<file path="src/sv/dfi_pkg.sv">
// Shared types and constants for the depth-to-focus interpolator.
// Used by dfi_divider and depth_to_focus_interpolator; depends on nothing.
package dfi_pkg;

  localparam int DEPTH_W = 24;
  localparam int MOTOR_W = 12;
  localparam int CNT_W   = 7;
  localparam int REQ_W   = 2;
  localparam int STAT_W  = 2;
  localparam int PROD_W  = DEPTH_W + MOTOR_W;

  localparam logic [REQ_W-1:0] REQ_CLEAR  = 2'd0;
  localparam logic [REQ_W-1:0] REQ_INSERT = 2'd1;
  localparam logic [REQ_W-1:0] REQ_QUERY  = 2'd2;

  localparam logic [STAT_W-1:0] STAT_OK    = 2'd0;
  localparam logic [STAT_W-1:0] STAT_EMPTY = 2'd1;
  localparam logic [STAT_W-1:0] STAT_FULL  = 2'd2;

  typedef struct packed {
    logic [DEPTH_W-1:0] depth;
    logic [MOTOR_W-1:0] motor;
  } point_t;

  typedef enum logic [2:0] {
    S_IDLE,
    S_INSERT,
    S_QFIRST,
    S_QLAST,
    S_QSCAN,
    S_MUL,
    S_DIV,
    S_DONE
  } state_t;

endpackage

</file>
<file path="src/sv/depth_to_focus_interpolator.sv">
// Depth-to-focus interpolator top level; depends on dfi_pkg and dfi_divider.
// Clear, unused request codes, empty queries and full inserts go straight to the result;
// an insert first shifts each deeper entry up one slot; a query reads the first entry, then
// the last if needed, then one table read per scan step, then 12 divider steps.
// Throughput: one transaction in flight; the next is accepted once the result sits in the
// output register. Reset: synchronous, active low; the table empties with no clearing pass.
module depth_to_focus_interpolator #(
  parameter int MAX_POINTS = 16
) (
  input  logic                         clk,
  input  logic                         rst_n,
  input  logic                         in_valid,
  output logic                         in_ready,
  input  logic [dfi_pkg::REQ_W-1:0]    in_req_type,
  input  logic [dfi_pkg::DEPTH_W-1:0]  in_depth_um,
  input  logic [dfi_pkg::MOTOR_W-1:0]  in_motor_pos,
  output logic                         out_valid,
  input  logic                         out_ready,
  output logic [dfi_pkg::MOTOR_W-1:0]  out_focus_pos,
  output logic [dfi_pkg::STAT_W-1:0]   out_status,
  output logic [dfi_pkg::CNT_W-1:0]    out_entries_held
);

  localparam int IDX_W = $clog2(MAX_POINTS);
  localparam int CNT_W = dfi_pkg::CNT_W;

  // The breakpoint table lives in one synchronous memory, sorted by depth.
  // Only the first count_r entries are ever used, so it needs no reset.
  dfi_pkg::point_t mem [MAX_POINTS];
  dfi_pkg::point_t rd_data_r;
  logic            wr_en;
  logic [IDX_W-1:0] wr_addr;
  dfi_pkg::point_t  wr_data;
  logic [IDX_W-1:0] rd_addr;

  always_ff @(posedge clk) begin
    if (wr_en) begin
      mem[wr_addr] <= wr_data;
    end
    rd_data_r <= mem[rd_addr];
  end

  dfi_pkg::state_t state_r, state_nxt;
  logic [CNT_W-1:0]            count_r, count_nxt;
  logic                        out_valid_r, out_valid_nxt;
  logic [IDX_W-1:0]            pos_r, pos_nxt;
  logic [IDX_W-1:0]            j_r, j_nxt;
  logic [dfi_pkg::DEPTH_W-1:0] d_r, d_nxt;
  logic [dfi_pkg::MOTOR_W-1:0] m_r, m_nxt;
  logic [dfi_pkg::DEPTH_W-1:0] prev_d_r, prev_d_nxt;
  logic [dfi_pkg::MOTOR_W-1:0] prev_m_r, prev_m_nxt;
  logic [dfi_pkg::DEPTH_W-1:0] offs_r, offs_nxt;
  logic [dfi_pkg::DEPTH_W-1:0] span_r, span_nxt;
  logic [dfi_pkg::MOTOR_W-1:0] dmag_r, dmag_nxt;
  logic                        neg_r, neg_nxt;
  logic [dfi_pkg::MOTOR_W-1:0] res_focus_r, res_focus_nxt;
  logic [dfi_pkg::STAT_W-1:0]  res_status_r, res_status_nxt;
  logic [dfi_pkg::MOTOR_W-1:0] out_focus_r, out_focus_nxt;
  logic [dfi_pkg::STAT_W-1:0]  out_status_r, out_status_nxt;
  logic [CNT_W-1:0]            out_entries_r, out_entries_nxt;

  logic                        div_start;
  logic                        div_done;
  logic [dfi_pkg::MOTOR_W-1:0] div_quot;
  logic [dfi_pkg::PROD_W-1:0]  product;
  logic [dfi_pkg::DEPTH_W-1:0] span_now;
  logic [dfi_pkg::MOTOR_W+1:0] sum;

  // The multiplier feeds the divider's input registers directly.
  assign product = offs_r * dmag_r;

  dfi_divider u_div (
    .clk      (clk),
    .rst_n    (rst_n),
    .start    (div_start),
    .dividend (product),
    .divisor  (span_r),
    .done     (div_done),
    .quotient (div_quot)
  );

  assign span_now = rd_data_r.depth - prev_d_r;

  // The quotient never exceeds the motor step, so the sum stays inside the two
  // end points; the clamp below only guards the range.
  assign sum = neg_r ? ({2'b00, prev_m_r} - {2'b00, div_quot})
                     : ({2'b00, prev_m_r} + {2'b00, div_quot});

  always_comb begin
    state_nxt       = state_r;
    count_nxt       = count_r;
    out_valid_nxt   = out_valid_r;
    pos_nxt         = pos_r;
    j_nxt           = j_r;
    d_nxt           = d_r;
    m_nxt           = m_r;
    prev_d_nxt      = prev_d_r;
    prev_m_nxt      = prev_m_r;
    offs_nxt        = offs_r;
    span_nxt        = span_r;
    dmag_nxt        = dmag_r;
    neg_nxt         = neg_r;
    res_focus_nxt   = res_focus_r;
    res_status_nxt  = res_status_r;
    out_focus_nxt   = out_focus_r;
    out_status_nxt  = out_status_r;
    out_entries_nxt = out_entries_r;
    in_ready        = 1'b0;
    wr_en           = 1'b0;
    wr_addr         = pos_r;
    wr_data         = rd_data_r;
    rd_addr         = '0;
    div_start       = 1'b0;

    if (out_valid_r && out_ready) begin
      out_valid_nxt = 1'b0;
    end

    case (state_r)
      dfi_pkg::S_IDLE: begin
        in_ready = 1'b1;
        if (in_valid) begin
          d_nxt          = in_depth_um;
          m_nxt          = in_motor_pos;
          res_focus_nxt  = '0;
          res_status_nxt = dfi_pkg::STAT_OK;
          state_nxt      = dfi_pkg::S_DONE;
          case (in_req_type)
            dfi_pkg::REQ_CLEAR: begin
              count_nxt = '0;
            end
            dfi_pkg::REQ_INSERT: begin
              if (count_r >= CNT_W'(MAX_POINTS)) begin
                res_status_nxt = dfi_pkg::STAT_FULL;
              end else begin
                // Walk down from the free slot, reading the entry just below it.
                pos_nxt   = IDX_W'(count_r);
                rd_addr   = IDX_W'(count_r - CNT_W'(1));
                state_nxt = dfi_pkg::S_INSERT;
              end
            end
            dfi_pkg::REQ_QUERY: begin
              if (count_r == '0) begin
                res_status_nxt = dfi_pkg::STAT_EMPTY;
              end else begin
                rd_addr   = '0;
                state_nxt = dfi_pkg::S_QFIRST;
              end
            end
            default: begin
            end
          endcase
        end
      end

      dfi_pkg::S_INSERT: begin
        // rd_data_r holds the entry just below pos_r. A deeper entry moves up
        // one slot; an equal one stays, so a new point lands after its equals.
        wr_en   = 1'b1;
        wr_addr = pos_r;
        if ((pos_r != '0) && (rd_data_r.depth > d_r)) begin
          wr_data = rd_data_r;
          pos_nxt = pos_r - IDX_W'(1);
          rd_addr = pos_r - IDX_W'(2);
        end else begin
          wr_data.depth = d_r;
          wr_data.motor = m_r;
          count_nxt     = count_r + CNT_W'(1);
          state_nxt     = dfi_pkg::S_DONE;
        end
      end

      dfi_pkg::S_QFIRST: begin
        // At or below the first depth, or a single point: hold the first position.
        if ((d_r <= rd_data_r.depth) || (count_r == CNT_W'(1))) begin
          res_focus_nxt = rd_data_r.motor;
          state_nxt     = dfi_pkg::S_DONE;
        end else begin
          prev_d_nxt = rd_data_r.depth;
          prev_m_nxt = rd_data_r.motor;
          rd_addr    = IDX_W'(count_r - CNT_W'(1));
          state_nxt  = dfi_pkg::S_QLAST;
        end
      end

      dfi_pkg::S_QLAST: begin
        // At or beyond the last depth, duplicates included: hold the last position.
        if (d_r >= rd_data_r.depth) begin
          res_focus_nxt = rd_data_r.motor;
          state_nxt     = dfi_pkg::S_DONE;
        end else begin
          j_nxt     = IDX_W'(1);
          rd_addr   = IDX_W'(1);
          state_nxt = dfi_pkg::S_QSCAN;
        end
      end

      dfi_pkg::S_QSCAN: begin
        // rd_data_r is entry j_r; prev holds entry j_r - 1, which is below the query.
        // The query lies below the last depth, so the scan ends at the last entry at most.
        if (rd_data_r.depth >= d_r) begin
          if (span_now < dfi_pkg::DEPTH_W'(2)) begin
            res_focus_nxt = prev_m_r;
            state_nxt     = dfi_pkg::S_DONE;
          end else begin
            offs_nxt  = d_r - prev_d_r;
            span_nxt  = span_now;
            neg_nxt   = (rd_data_r.motor < prev_m_r);
            dmag_nxt  = (rd_data_r.motor < prev_m_r) ? (prev_m_r - rd_data_r.motor)
                                                     : (rd_data_r.motor - prev_m_r);
            state_nxt = dfi_pkg::S_MUL;
          end
        end else begin
          prev_d_nxt = rd_data_r.depth;
          prev_m_nxt = rd_data_r.motor;
          j_nxt      = j_r + IDX_W'(1);
          rd_addr    = j_r + IDX_W'(1);
        end
      end

      dfi_pkg::S_MUL: begin
        div_start = 1'b1;
        state_nxt = dfi_pkg::S_DIV;
      end

      dfi_pkg::S_DIV: begin
        if (div_done) begin
          if (sum[dfi_pkg::MOTOR_W+1]) begin
            res_focus_nxt = '0;
          end else if (sum[dfi_pkg::MOTOR_W]) begin
            res_focus_nxt = '1;
          end else begin
            res_focus_nxt = sum[dfi_pkg::MOTOR_W-1:0];
          end
          state_nxt = dfi_pkg::S_DONE;
        end
      end

      dfi_pkg::S_DONE: begin
        // Hand the result to the output register once it is free.
        if (!out_valid_r || out_ready) begin
          out_valid_nxt   = 1'b1;
          out_focus_nxt   = res_focus_r;
          out_status_nxt  = res_status_r;
          out_entries_nxt = count_r;
          state_nxt       = dfi_pkg::S_IDLE;
        end
      end

      default: begin
        state_nxt = dfi_pkg::S_IDLE;
      end
    endcase
  end

  always_ff @(posedge clk) begin
    if (!rst_n) begin
      state_r     <= dfi_pkg::S_IDLE;
      count_r     <= '0;
      out_valid_r <= 1'b0;
    end else begin
      state_r     <= state_nxt;
      count_r     <= count_nxt;
      out_valid_r <= out_valid_nxt;
    end
  end

  always_ff @(posedge clk) begin
    pos_r         <= pos_nxt;
    j_r           <= j_nxt;
    d_r           <= d_nxt;
    m_r           <= m_nxt;
    prev_d_r      <= prev_d_nxt;
    prev_m_r      <= prev_m_nxt;
    offs_r        <= offs_nxt;
    span_r        <= span_nxt;
    dmag_r        <= dmag_nxt;
    neg_r         <= neg_nxt;
    res_focus_r   <= res_focus_nxt;
    res_status_r  <= res_status_nxt;
    out_focus_r   <= out_focus_nxt;
    out_status_r  <= out_status_nxt;
    out_entries_r <= out_entries_nxt;
  end

  assign out_valid        = out_valid_r;
  assign out_focus_pos    = out_focus_r;
  assign out_status       = out_status_r;
  assign out_entries_held = out_entries_r;

`ifndef SYNTH
  // The table never holds more points than it has room for.
  a_count_bound: assert property (@(posedge clk) disable iff (!rst_n)
    count_r <= CNT_W'(MAX_POINTS))
    else $error("breakpoint count exceeds table size");

  // An accepted clear empties the table by the next edge.
  a_clear_empties: assert property (@(posedge clk) disable iff (!rst_n)
    (in_valid && in_ready && (in_req_type == dfi_pkg::REQ_CLEAR)) |=> (count_r == '0))
    else $error("clear did not empty the table");

  // The divider only finishes while the sequencer is waiting for it.
  a_div_done_state: assert property (@(posedge clk) disable iff (!rst_n)
    div_done |-> (state_r == dfi_pkg::S_DIV))
    else $error("divider finished outside the divide step");

  // A full-table insert leaves the count unchanged.
  a_full_insert: assert property (@(posedge clk) disable iff (!rst_n)
    (in_valid && in_ready && (in_req_type == dfi_pkg::REQ_INSERT) &&
     (count_r == CNT_W'(MAX_POINTS))) |=> $stable(count_r))
    else $error("insert into a full table changed the count");
`endif

endmodule

</file>
<file path="src/sv/dfi_divider.sv">
// Restoring divider for the interpolation step, one quotient bit per cycle.
// Depends on dfi_pkg; the caller guarantees dividend < divisor * 2**MOTOR_W.
module dfi_divider (
  input  logic                        clk,
  input  logic                        rst_n,
  input  logic                        start,
  input  logic [dfi_pkg::PROD_W-1:0]  dividend,
  input  logic [dfi_pkg::DEPTH_W-1:0] divisor,
  output logic                        done,
  output logic [dfi_pkg::MOTOR_W-1:0] quotient
);

  localparam int STEP_W = $clog2(dfi_pkg::MOTOR_W + 1);

  logic                        busy_r, busy_nxt;
  logic                        done_r, done_nxt;
  logic [STEP_W-1:0]           step_r, step_nxt;
  logic [dfi_pkg::DEPTH_W-1:0] rem_r, rem_nxt;
  logic [dfi_pkg::DEPTH_W-1:0] den_r, den_nxt;
  logic [dfi_pkg::MOTOR_W-1:0] low_r, low_nxt;
  logic [dfi_pkg::MOTOR_W-1:0] quot_r, quot_nxt;
  logic [dfi_pkg::DEPTH_W:0]   shifted;
  logic [dfi_pkg::DEPTH_W:0]   trial;

  assign shifted = {rem_r, low_r[dfi_pkg::MOTOR_W-1]};
  assign trial   = shifted - {1'b0, den_r};

  always_comb begin
    busy_nxt = busy_r;
    done_nxt = 1'b0;
    step_nxt = step_r;
    rem_nxt  = rem_r;
    den_nxt  = den_r;
    low_nxt  = low_r;
    quot_nxt = quot_r;
    if (start) begin
      busy_nxt = 1'b1;
      step_nxt = STEP_W'(dfi_pkg::MOTOR_W);
      rem_nxt  = dividend[dfi_pkg::PROD_W-1:dfi_pkg::MOTOR_W];
      low_nxt  = dividend[dfi_pkg::MOTOR_W-1:0];
      den_nxt  = divisor;
    end else if (busy_r) begin
      if (!trial[dfi_pkg::DEPTH_W]) begin
        rem_nxt  = trial[dfi_pkg::DEPTH_W-1:0];
        quot_nxt = {quot_r[dfi_pkg::MOTOR_W-2:0], 1'b1};
      end else begin
        rem_nxt  = shifted[dfi_pkg::DEPTH_W-1:0];
        quot_nxt = {quot_r[dfi_pkg::MOTOR_W-2:0], 1'b0};
      end
      low_nxt  = {low_r[dfi_pkg::MOTOR_W-2:0], 1'b0};
      step_nxt = step_r - STEP_W'(1);
      if (step_r == STEP_W'(1)) begin
        busy_nxt = 1'b0;
        done_nxt = 1'b1;
      end
    end
  end

  always_ff @(posedge clk) begin
    if (!rst_n) begin
      busy_r <= 1'b0;
      done_r <= 1'b0;
    end else begin
      busy_r <= busy_nxt;
      done_r <= done_nxt;
    end
  end

  always_ff @(posedge clk) begin
    step_r <= step_nxt;
    rem_r  <= rem_nxt;
    den_r  <= den_nxt;
    low_r  <= low_nxt;
    quot_r <= quot_nxt;
  end

  assign done     = done_r;
  assign quotient = quot_r;

endmodule
</file>
<file path="config.mk">
export PLATFORM = sky130hd
export DESIGN_NAME = depth_to_focus_interpolator
export DESIGN_NICKNAME = d
export VERILOG_FILES = /design/src/sv/dfi_pkg.sv /design/src/sv/depth_to_focus_interpolator.sv /design/src/sv/dfi_divider.sv
export SDC_FILE = /design/constraint.sdc
export NUM_CORES = 2
export LEC_CHECK = 0
export BUFFER_PORTS_ARGS = -buffer_cell sky130_fd_sc_hd__buf_4
export CAP_MARGIN = 20
export CORE_UTILIZATION = 40
export DETAILED_ROUTE_END_ITERATION = 12
export PLACE_DENSITY = 0.55
export SYNTH_ARGS = -nofsm -noshare
export SYNTH_HDL_FRONTEND = slang
export SYNTH_SLANG_ARGS = --single-unit
</file>
<file path="constraint.sdc">
create_clock -name clk -period 11.3 [get_ports clk]
set_clock_uncertainty 0.1 [all_clocks]
set_input_delay 1.13 -clock clk [delete_from_list [all_inputs] [get_ports clk]]
set_output_delay 1.13 -clock clk [all_outputs]
set_load 0.01 [all_outputs]
</file>
==> After elaboration in Yosys (flattened, before gate mapping) <==
Memory sizes are Yosys's and may differ from the RTL's. A register that Yosys moved wholly into a read port is not among the register bits.
Index checks and enable logic that the tools add are counted.
{ "op_classes": {"add_sub_neg": 13, "multipliers": 1, "n_lt_le_gt_ge": 7, "n_eq_ne": 26, "n_mux": 72, "bitwise_logic": 4, "reduce_logical": 25} }
{ "ops": {"columns": ["op", "count"], "rows": [
  ["$mux W12", 13],
  ["$mux W24", 5],
  ["$mux W36", 2],
  ["$pmux W12 S5", 1],
  ["$ge A24 B24 Y1", 2],
  ["$mux W4", 12],
  ["$pmux W24 S2", 1],
  ["$sub A24 B24 Y24", 2],
  ["$mul A24 B12 Y36", 1],
  ["$sub A25 B24 Y25", 1],
  ["$gt A24 B24 Y1", 1],
  ["$le A24 B24 Y1", 1],
  ["$lt A24 B2 Y1 const B", 1],
  ["$mux W3", 8],
  ["$ne A2 B2 Y1 const B", 12],
  ["$pmux W12 S2", 1],
  ["$pmux W3 S8", 1],
  ["$sub A12 B12 Y12", 2],
  ["$mux W7", 3],
  ["$pmux W4 S5", 1],
  ["$pmux W4 S2", 2],
  ["$mux W1", 15],
  ["$mux W14", 1],
  ["$pmux W7 S2", 1],
  ["35 further kinds", 58]
]} }
{ "totals": {"ff_bits": 265, "ramBits": 576, "input_bits": 42, "out_inout_bits": 23, "wordCells": 174, "mem_count": 1} }
{ "mem_list": {"columns": ["name", "words", "width", "rd", "rd_ports_with_merged_regs", "write_ports", "line", "rtl"], "rows": [
  ["mem", 16, 36, 1, 1, 1, "depth_to_focus_interpolator.sv:29", "dfi_pkg::point_t mem [MAX_POINTS];"]
]} }

==> Logic depth before layout (Yosys ltp) <==
{ "logic_depth": {"depth_word": 6, "depth_mapped": 24} }

==> Hierarchy <==
Synthesis repeated with hierarchy kept, for this count alone.
{ "unflattened": {"hier_cells": 4023, "area_unflattened_um2": 48106.1} }
{ "modules_own_cells": {"columns": ["module", "instances", "cells_each", "area_each_um2", "seq_area_each_um2"], "rows": [
  ["depth_to_focus_interpolator", 1, 3635, 43693.2, 23522.6],
  ["dfi_divider", 1, 388, 4413.0, 2282.2]
]} }

==> Least setup slack after synthesis <==
OpenSTA, ideal clock, no wires.
{ "synth_timing": {"kind": "reg2reg", "startpoint": "register dmag_r[5] (netlist bit)", "endpoint": "register u_div.rem_r[21] (netlist bit), data pin", "setup_time_ns": 0.270, "arrival_ns": 5.675, "t_required_ns": 10.930, "path_slack_ns": 5.255, "stages_incl_launch_ff": 23, "path_buffers": 1, "cell_sequence": "edfxtp_1 -> clkbuf_1 -> nand2_1 -> fa_1 -> fa_1 -> inv_1 -> fa_1 -> fa_1 -> inv_1 -> fa_1 -> inv_1 -> ha_1 -> a21oi_1 -> o221ai_1 -> a21o_1 -> a211o_1 -> a31o_2 -> a31oi_1 -> nand2b_1 -> a211oi_1 -> a211oi_1 -> xor2_1 -> o211ai_1"} }
{ "synth_between": {"elab_chain_len": 2} }
{ "synth_rtl": {"columns": ["item", "line", "rtl"], "rows": [
  ["from (decl)", "depth_to_focus_interpolator.sv:54", "logic [dfi_pkg::MOTOR_W-1:0] dmag_r, dmag_nxt;"],
  ["from (signal assigned)", "depth_to_focus_interpolator.sv:277", "dmag_r <= dmag_nxt;"],
  ["$mul A24 B12 Y36", "depth_to_focus_interpolator.sv:70", "assign product = offs_r * dmag_r;"],
  ["$mux W24", "dfi_divider.sv:36", "if (start) begin"],
  ["named net u_div.rem_nxt, one bit", "dfi_divider.sv:18", "logic [dfi_pkg::DEPTH_W-1:0] rem_r, rem_nxt;"],
  ["to (signal assigned)", "dfi_divider.sv:71", "rem_r <= rem_nxt;"],
  ["to (decl)", "dfi_divider.sv:18", null]
]} }
The timed path passes the listed nets, and every way through them passes these cells.
A chain may end at the register's enable or synchronous reset.

==> Final worst setup path <==
{ "layout_timing": {"startpoint": "register dmag_r[8] (netlist bit)", "endpoint": "register u_div.rem_r[21] (netlist bit), data pin"} }
Same word-level chain as after synthesis.

==> results.yml <==
clocking:
  cts_buffers: 96
  post_cts_resize_count: 0
  post_cts.repair.setup_buffers: 0
  clk_pin_slew_ns: 0.06
  cts_tree: "built"
  clock-root-buffer: "clkbuf_16"
  holdBufCountCts: 0
  cts_buffer_depth: 3
  clock_latency_ns: 0.70
  clkSinkCount: 877
  htreeDepth: 3
timing:
  whs_ns: 0.314
  tightest_slew_ns: 1.21
  maxSlewViolCount: 0
  setup_viol: 0
  rsz0062_at_grt: "false"
  hold_viol: 0
  timing.final.crit_share_pct: 61.0
  min_period_ns: 6.89
  final.setup.tns_ns: 0
  relSlewSlack_pct: 19.3
  max_freq_mhz: 145
place:
  dpl-instance-area_sq_um: 51100
  portBuffers: 64
  dp_hpwl_um: 76300
  gp_congestion: 0.838
setup_path:
  path_cells: "nand2_1, fa_1, inv_1, fa_1, fa_1, fa_1, inv_1, fa_1, inv_1, ha_1, a21o_1, a211o_1, a211o_1, a31o_2, a31oi_1, nand2b_1, a211oi_1, a211oi_1, xor2_1, o211ai_1"
  worst_path_most_repeated_cell: "fa_1"
  path_class: "reg -> reg"
  crit_slowest_cell: "edfxtp_1"
  cp-start-kind: "register"
  crit_fanout: 24
  critical_path_required_ns: 11.61
  crit_family: "adder cells"
  crit_path_end_kind: "register"
  path_buf_inv: 3
  slowest_delay_ns: 0.98
  arrival_ns: 7.20
synthesis:
  syn_area_per_cell_sq_um: 12.8
  synth_nets: 4282
  synth.ff_latch_count: 877
  synth_edf_count: 824
  yosysSeqAreaShare_pct: 53.1
  ys_types: 73
  synth-main-ff-cell: "edfxtp_1"
  syn_area_sq_um: 48600
  ys_warn_count: 0
  synthCells: 3782
  async_flop_share_pct: 0
detailed_routing:
  antenna_left: 0
  wl_um: 119000
  firstDrtPassIters: 5
  drt_iter0_drc: 1903
  viasPerCell: 5.18
  avgRoutedWirePerCell_um: 21.4
  drc: 0
  num_vias: 28800
finish:
  area_growth_pct: 12.4
  final_nets: 4367
  layout_commonest_cell: "edfxtp_1"
  final_cell_mix: "edfxtp_1, mux2i_1, inv_1"
  fill_cells: 11000
  final_area_sq_um: 54600
  drive_gt1_share_pct: 8.73
run_status:
  status: "finished clean"
die:
  dieArea_sq_um: 123000
  std_cell_rows: 127
  die_w_um: 351
  core_region_area_sq_um: 120000
  io_pins: 65
  start_util_pct: 40.4
  die_height_um: 351
global_route:
  grt_usage_pct: 19.8
  grt_pass1_vias: 29300
  grt_overflow_total: 0
  grt_pass1_wl_um: 182000
  grt_max_degree: 140
  antenna_found_initial: 1
hold_path:
  hold_path_class: "reg -> reg"
run:
  max-cap-violations: 0
cells by family after synthesis:
family,after synthesis,synth area share [%]
AO/OA/AOI/OAI,453,6.02
XOR/XNOR,117,2.11
adder cells (fa/ha/maj),458,15.3
buffers and inverters,566,4.48
flip-flops,877,53.1
multiplexers,568,11.7
AND/OR/NAND/NOR,743,7.22
stage by stage:
stage	setup slack (ns)	instances	utilization [%]
after CTS	4.43	5560	45.4
after floorplan	5.25	3782	-
after global placement	4.50	5379	42.6
final	4.41	5563	45.4
after detailed placement	4.44	5379	42.6
after global routing	3.99	5562	45.4
final cells by class:
type | count | area, sq um | share of cell area (%)
Antenna cell | 1 | 2.50 | 0.00458
Clock buffer | 122 | 2620 | 4.80
Clock inverter | 59 | 835 | 1.53
Inverter | 421 | 1580 | 2.89
Multi-Input combinational cell | 2339 | 20700 | 37.9
Sequential cell | 877 | 25800 | 47.3
Tap cell | 1612 | 2020 | 3.69
Timing Repair Buffer | 132 | 1030 | 1.88
synth_stat cells (all sizes together) (38+ instances only):
cell type | count | area (sq um)
clkbuf | 93 | 349
xor2 | 40 | 350
buf | 52 | 249
a21oi | 117 | 586
nor3 | 38 | 190
xnor2 | 77 | 674
nand3 | 42 | 210
edfxtp | 824 | 24700
o21ai | 110 | 551
fa | 227 | 4540
mux2i | 551 | 5520
dfxtp | 53 | 1060
ha | 231 | 2890
a21o | 46 | 345
and2 | 113 | 707
nor2 | 106 | 398
nand2 | 328 | 1230
inv | 420 | 1580
final timing paths:
check,from,endpoint,slack (ns),depth (start not counted)
max reg2reg,dmag_r[8],u_div.rem_r[21],4.41,20
min reg2reg,span_r[3],u_div.den_r[3],0.31,0
max,dmag_r[8],u_div.rem_r[21],4.41,20
min,span_r[3],u_div.den_r[3],0.31,0
per-layer routing:
metal	share of wire, %	global-route usage, %	up-vias
met1	46	26.8	14600
met4	2.1	5.11	0
met2	48	33.3	476
li1	-	-	13500
met5	0	0	-
met3	3.6	2.66	139
state kept, by name (all words and copies together) (netlist names), 7 cells and up:
| signal | flops |
|---|---|
| dmag_r | 12 |
| span_r | 24 |
| offs_r | 24 |
| res_focus_r | 12 |
| out_entries_held | 7 |
| u_div.quotient | 12 |
| u_div.rem_r | 24 |
| out_focus_pos | 12 |
| prev_m_r | 12 |
| prev_d_r | 24 |
| d_r | 24 |
| rd_data_r | 36 |
| u_div.den_r | 24 |
| count_r | 7 |
| mem | 576 |
| m_r | 12 |
| u_div.low_r | 12 |
Power is left out: the tool's default activity adds up to more than one toggle a clock period on the data nets, which glitch-free logic cannot reach.
